$ cat src/rtl/core/prq_pkg.sv
// prq_pkg: sizes, operation codes and shared types of the priority ready queue scheduler.
// No dependencies; every other file of the block imports it.
`default_nettype none

package prq_pkg;

  // Queue geometry
  localparam int LEVELS = 8;
  localparam int TASKS  = 16;

  // Field widths of the channel words
  localparam int KIND_W = 2;
  localparam int TID_W  = 5;
  localparam int PRI_W  = 3;

  // Derived storage widths
  localparam int IDX_W   = (TASKS > 1) ? $clog2(TASKS) : 1;
  localparam int CNT_W   = $clog2(TASKS + 1);
  localparam int SUM_W   = $clog2(2 * TASKS);
  localparam int LVL_W   = (LEVELS > 1) ? $clog2(LEVELS) : 1;
  localparam int DEPTH   = LEVELS * TASKS;
  localparam int ADDR_W  = $clog2(DEPTH);

  // Operation codes of the kind field
  localparam logic [KIND_W-1:0] KIND_PUSH = 2'd0;
  localparam logic [KIND_W-1:0] KIND_POP  = 2'd1;
  localparam logic [KIND_W-1:0] KIND_PEEK = 2'd2;

  // Request from the sequencer to the queue store
  typedef struct packed {
    logic              we;
    logic              re;
    logic [ADDR_W-1:0] addr;
    logic [IDX_W-1:0]  wdata;
  } mem_req_t;

endpackage

`default_nettype wire

$ cat src/rtl/core/prq_mod_add.sv
// prq_mod_add: shared ring-pointer adder, (a + b) mod TASKS.
// Depends on prq_pkg; a < TASKS and b <= TASKS, so one conditional subtract wraps it.
`default_nettype none

module prq_mod_add
  import prq_pkg::*;
(
  input  wire logic [IDX_W-1:0] a,
  input  wire logic [CNT_W-1:0] b,
  output logic      [IDX_W-1:0] sum
);

  logic [SUM_W-1:0] raw;
  logic [SUM_W-1:0] wrapped;

  // add, then fold back once past the ring size
  always_comb begin
    raw     = SUM_W'(a) + SUM_W'(b);
    wrapped = (raw >= SUM_W'(TASKS)) ? (raw - SUM_W'(TASKS)) : raw;
    sum     = wrapped[IDX_W-1:0];
  end

endmodule

`default_nettype wire

$ cat config.mk
export PLATFORM = sky130hd
export DESIGN_NAME = prq_mod_add
export DESIGN_NICKNAME = d
export VERILOG_FILES = /design/src/rtl/core/prq_pkg.sv /design/src/rtl/core/prq_mod_add.sv
export SDC_FILE = /design/constraint.sdc
export NUM_CORES = 1
export LEC_CHECK = 0
export BUFFER_PORTS_ARGS = -buffer_cell sky130_fd_sc_hd__clkbuf_2
export CAP_MARGIN = 10
export CORE_AREA = 2 2 39 41
export DETAILED_ROUTE_END_ITERATION = 6
export DIE_AREA = 0 0 41 43
export MAX_ROUTING_LAYER = met4
export RECOVER_POWER = 50
export SETUP_SLACK_MARGIN = 0.15
export SYNTH_ARGS = -nofsm -noshare
export SYNTH_HDL_FRONTEND = slang
export SYNTH_SLANG_ARGS = --single-unit
$ cat constraint.sdc
create_clock -name vclk -period 1.13
set_input_delay 0.226 -clock vclk [all_inputs]
set_output_delay 0.226 -clock vclk [all_outputs]
set_load 0.01 [all_outputs]
==> flow_summary.json, run 1 <==
{
  "relSlewSlack_pct": 83.87,
  "synth.distinct_cells": 6,
  "antenna_found_initial": 0,
  "rows": 14,
  "vias": 127,
  "fin_nets": 38,
  "synth_top_area_share_pct": 37.50,
  "core_sq_um": 1384,
  "die_w_microns": 41,
  "cpMaxStageDelayCell": "ha_4",
  "combPwrFrac_pct": 100.0,
  "drv_slew": 0,
  "seqCellArea_sq_um": 0,
  "maxCapViolCount": 0,
  "finalNonFillerCells": 39,
  "crit_fanout": 2,
  "p_total_uw": 142.0,
  "status": "finished with violations",
  "sequentialPowerShare_pct": 0,
  "die_h_microns": 43,
  "dr.first_iter.drc_count": 0,
  "die-area_sq_um": 1763,
  "post-route-util_pct": 20.52,
  "path_class": "in -> out",
  "grt_pass1_wl_microns": 455,
  "clockPowerShare_pct": 0,
  "ant_nets": 0,
  "failed_checks": "setup timing",
  "avgSynthCellArea_sq_um": 11.12,
  "worst_pin_slew_ps": 241.2,
  "grt_pass1_vias": 130,
  "drive_above_1_share_pct": 86.96,
  "power_density_nw_per_um2": 499.9,
  "io_pins": 13,
  "place_worst_setup_slack_ps": -288.6,
  "start_util_pct": 7.233,
  "leakagePower_nw": 0.1257,
  "arrival_ps": 1170,
  "timing.final.crit_share_pct": 123.7,
  "crit_path_start_kind": "input pin",
  "routed_via_density": 3.256,
  "yosysTopAreaCell": "ha_1",
  "hold_viol": 0,
  "synth_area_sq_um": 100.1,
  "yosysWarnings": 0,
  "worstSetupEndpointType": "primary output",
  "ys_seq_area_share_pct": 0,
  "rsz0062_at_grt": "true",
  "p_sw_uw": 58.83,
  "synth.most_common_cell": "ha_1",
  "clkbuf_count": 0,
  "period_needed_ps": 1398,
  "design_area_sq_um": 284.0,
  "crit_chain": "buf_8 > ha_4 > a21o_1 > a21oi_2 > xnor2_2 > buf_2",
  "drt_pre_antenna_iters": 1,
  "wl_per_cell_microns": 8.359,
  "synth_nets": 22,
  "wl_microns": 326,
  "synthCells": 9,
  "placed_cell_area_sq_um": 250.2,
  "drc_errors": 0,
  "peakVddDrop_mv": 0.07891,
  "track_usage_pct": 3.586,
  "power.internal_uw": 83.15,
  "hold_path_class": "in -> out",
  "grt_overflow": 0,
  "place_inst": 39,
  "hold_depth": 3,
  "slowest_delay_ps": 220,
  "swShare_pct": 41.44,
  "grt_max_degree": 3,
  "netlist_top_cells_area": "ha_1, fa_1, xor2_1",
  "postCtsSetupBuffers": 0,
  "gp_congestion": 0.4779,
  "seq_cells": 0,
  "fmax_mhz": 715.3,
  "fin_ws_ps": -268.0,
  "yosys-top-cells-count": "ha_1, xor2_1",
  "setup_viol": 3,
  "cp.required_ps": 900,
  "diodes": 0,
  "syn_to_final_growth_pct": 183.7,
  "io_buffers": 12
}
power groups by stage:
stage | combinational (mW) | sequential [mW] | clock (mW)
3_3_place_gp | 0.126 | 0 | 0
4_1_cts | 0.131 | 0 | 0
3_5_place_dp | 0.129 | 0 | 0
2_1_floorplan | 0.0733 | 0 | 0
5_1_grt | 0.157 | 0 | 0
6_report | 0.142 | 0 | 0
per-stage QoR:
stage / TNS [ps] / hold WS [ps]
2_1_floorplan: -49.56 / 564.5
3_3_place_gp: -766.1 / 803.1
3_5_place_dp: -794.9 / 794.5
4_1_cts: -721.5 / 800.3
5_1_grt: -752.0 / 801.7
6_report: -679.5 / 786.3
path summary, 6_finish.rpt:
kind	start	end
setup / recovery	b[1]	sum[3]
hold / removal	b[0]	sum[0]
worst max-delay path, delay by kind of cell:
kind,cells,cell delay [ps]
compound gates,2,350
xor+xnor,1,130
buf+inv,2,240
fa+ha+maj,1,220
routing by layer:
layer  up-vias  wire length [microns]  GRT usage, %
met5         -                      0             -
met4         0                      0             0
met3         0                     63             0
met2        12                    142         7.187
met1        56                    120         3.810
li1         59                      -             -
cells by family after synthesis:
group | count (synthesis) | synth area share (%)
compound gates | 2 | 16.25
fa+ha+maj | 4 | 57.50
xor+xnor | 3 | 26.25
placed cells by master, fill, tap and decap left out:
master    n
clkbuf_2  5
buf_6     4
ha_4      3
buf_4     2
a21o_1    1
a21oi_2   1
xor2_1    1
xnor2_2   1
xor2_2    1
fa_2      1
buf_8     1
buf_2     1
clkbuf_1  1
cell type report:
type,instances,area [sq um]
Tap cell,16,20.02
Fill cell,148,1100
Timing Repair Buffer,14,108.9
Multi-Input combinational cell,9,155.1
repair_timing:
| action | CTS | global route |
|---|---|---|
| endpoints found under the setup margin | 3 | 3 |
| resized for setup | 1 | 10 |
| gates cloned | 0 | 0 |
| pin swaps | 3 | 6 |
| hold buffers | 0 | 0 |
(Power assumes the default switching activity.)
==> run 2: changes to the inputs <==
- GPL_ROUTABILITY_DRIVEN: default -> 0
- PLACE_DENSITY: default -> 0.38
==> run 2 against run 1 <==
The run still ends with setup timing left. Wire length grew 3.7%. Global-route usage grew 0.73 points. Worst setup slack gained 6.5 ps. Cell count is the same. Count of clock-buffer cells in the layout is the same. Critical endpoint unchanged.
==> flow_summary.json, run 2 (same netlist as run 1, synthesis figures left out) <==
{
  "status": "finished with violations",
  "failed_checks": "setup timing",
  "routed_via_density": 3.308,
  "power.internal_uw": 84.23,
  "wl_microns": 338,
  "fin_ws_ps": -261.5,
  "arrival_ps": 1170,
  "power_density_nw_per_um2": 496.1,
  "timing.final.crit_share_pct": 123.1,
  "drc_errors": 0,
  "core_sq_um": 1384,
  "leakagePower_nw": 0.1269,
  "start_util_pct": 7.233,
  "final_cell_mix": "clkbuf_2, ha_4, buf_6",
  "ant_nets": 0,
  "antenna_found_initial": 0,
  "hold_viol": 0,
  "worstSetupEndpointType": "primary output",
  "io_pins": 13,
  "whs_ps": 769.7,
  "cpMaxStageDelayCell": "ha_4",
  "vias": 129,
  "p_sw_uw": 58.53,
  "swShare_pct": 41.00,
  "rows": 14,
  "hold_buffers": 0,
  "crit_fanout": 2,
  "die-area_sq_um": 1763,
  "seq_cells": 0,
  "die_h_microns": 43,
  "drive_above_1_share_pct": 86.96,
  "sequentialPowerShare_pct": 0,
  "grt_pass1_wl_microns": 552,
  "combPwrFrac_pct": 100.0,
  "final_common_cell": "clkbuf_2",
  "seqCellArea_sq_um": 0,
  "path_class": "in -> out",
  "syn_to_final_growth_pct": 187.5,
  "hold_path_class": "in -> out",
  "rsz0062_at_grt": "true",
  "worst_pin_slew_ps": 232.9,
  "crit_path_start_kind": "input pin",
  "peakVddDrop_mv": 0.08188,
  "die_w_microns": 41,
  "drt_pre_antenna_iters": 1,
  "clkbuf_count": 0,
  "fin_nets": 38,
  "grt_pass1_vias": 150,
  "setup_viol": 3,
  "drv_slew": 0,
  "maxCapViolCount": 0,
  "fillCellCount": 156,
  "grt_overflow": 0,
  "fmax_mhz": 718.7,
  "cp.required_ps": 900,
  "fin_setup_tns_ps": -701.2,
  "dr.first_iter.drc_count": 0,
  "grt_max_degree": 3,
  "slowest_delay_ps": 220,
  "clockPowerShare_pct": 0,
  "track_usage_pct": 4.312,
  "wl_per_cell_microns": 8.667,
  "io_buffers": 12,
  "relSlewSlack_pct": 84.42,
  "diodes": 0,
  "crit_chain": "buf_8 > ha_4 > a21o_1 > a21oi_2 > xnor2_2 > buf_2",
  "period_needed_ps": 1391
}
## run 2: critical path, delay by kind of cell
family	cells	cell delay, ps
buf+inv	2	240
fa+ha+maj	1	220
compound gates	2	350
xor+xnor	1	120
## run 2: path summary, 6_finish.rpt
kind	slack (ps)	cells past startpoint	end	start
setup / recovery	-260	6	sum[3]	b[1]
hold / removal	770	3	sum[0]	a[0]
## run 2: repair_timing
| item | CTS | global route |
|---|---|---|
| cloned | 0 | 0 |
| setup endpoints to repair | 3 | 3 |
| gates resized for setup | 1 | 12 |
| pin swaps | 4 | 5 |
| setup buffers | 0 | 1 |
## run 2: power groups by stage
stage               Combinational [mW]  Sequential, mW  Clock (mW)
floorplan                       0.0733               0           0
global placement                 0.120               0           0
detailed placement               0.126               0           0
CTS                              0.129               0           0
global route                     0.162               0           0
finish                           0.143               0           0
## run 2: per-layer routing
metal  part of all wire, %  GRT usage (%)
met5                     0              -
met4                     0              0
met3                    15         0.5236
met2                    58          9.688
met1                    27          3.195
## run 2: area by class of cell
cell class / count / area (sq um) / share of cell area (%)
multi-input combinational: 9 / 155.1 / 53.91
timing repair buffer: 14 / 112.6 / 39.13
tap: 16 / 20.02 / 6.957
## run 2: through the flow
stage | cell area, sq um | instances | total power, mW | worst slack (ps) | util [%]
3_3_place_gp | 242.7 | 38 | 0.1199 | -266.7 | 17.54
5_1_grt | 287.8 | 39 | 0.1618 | -313.9 | 20.80
3_5_place_dp | 242.7 | 38 | 0.1258 | -292.8 | 17.54
6_report | 287.8 | 39 | 0.1428 | -261.5 | 20.80
2_1_floorplan | 155.1 | 9 | 0.07331 | -33.30 | -
4_1_cts | 251.5 | 38 | 0.1295 | -291.8 | 18.17
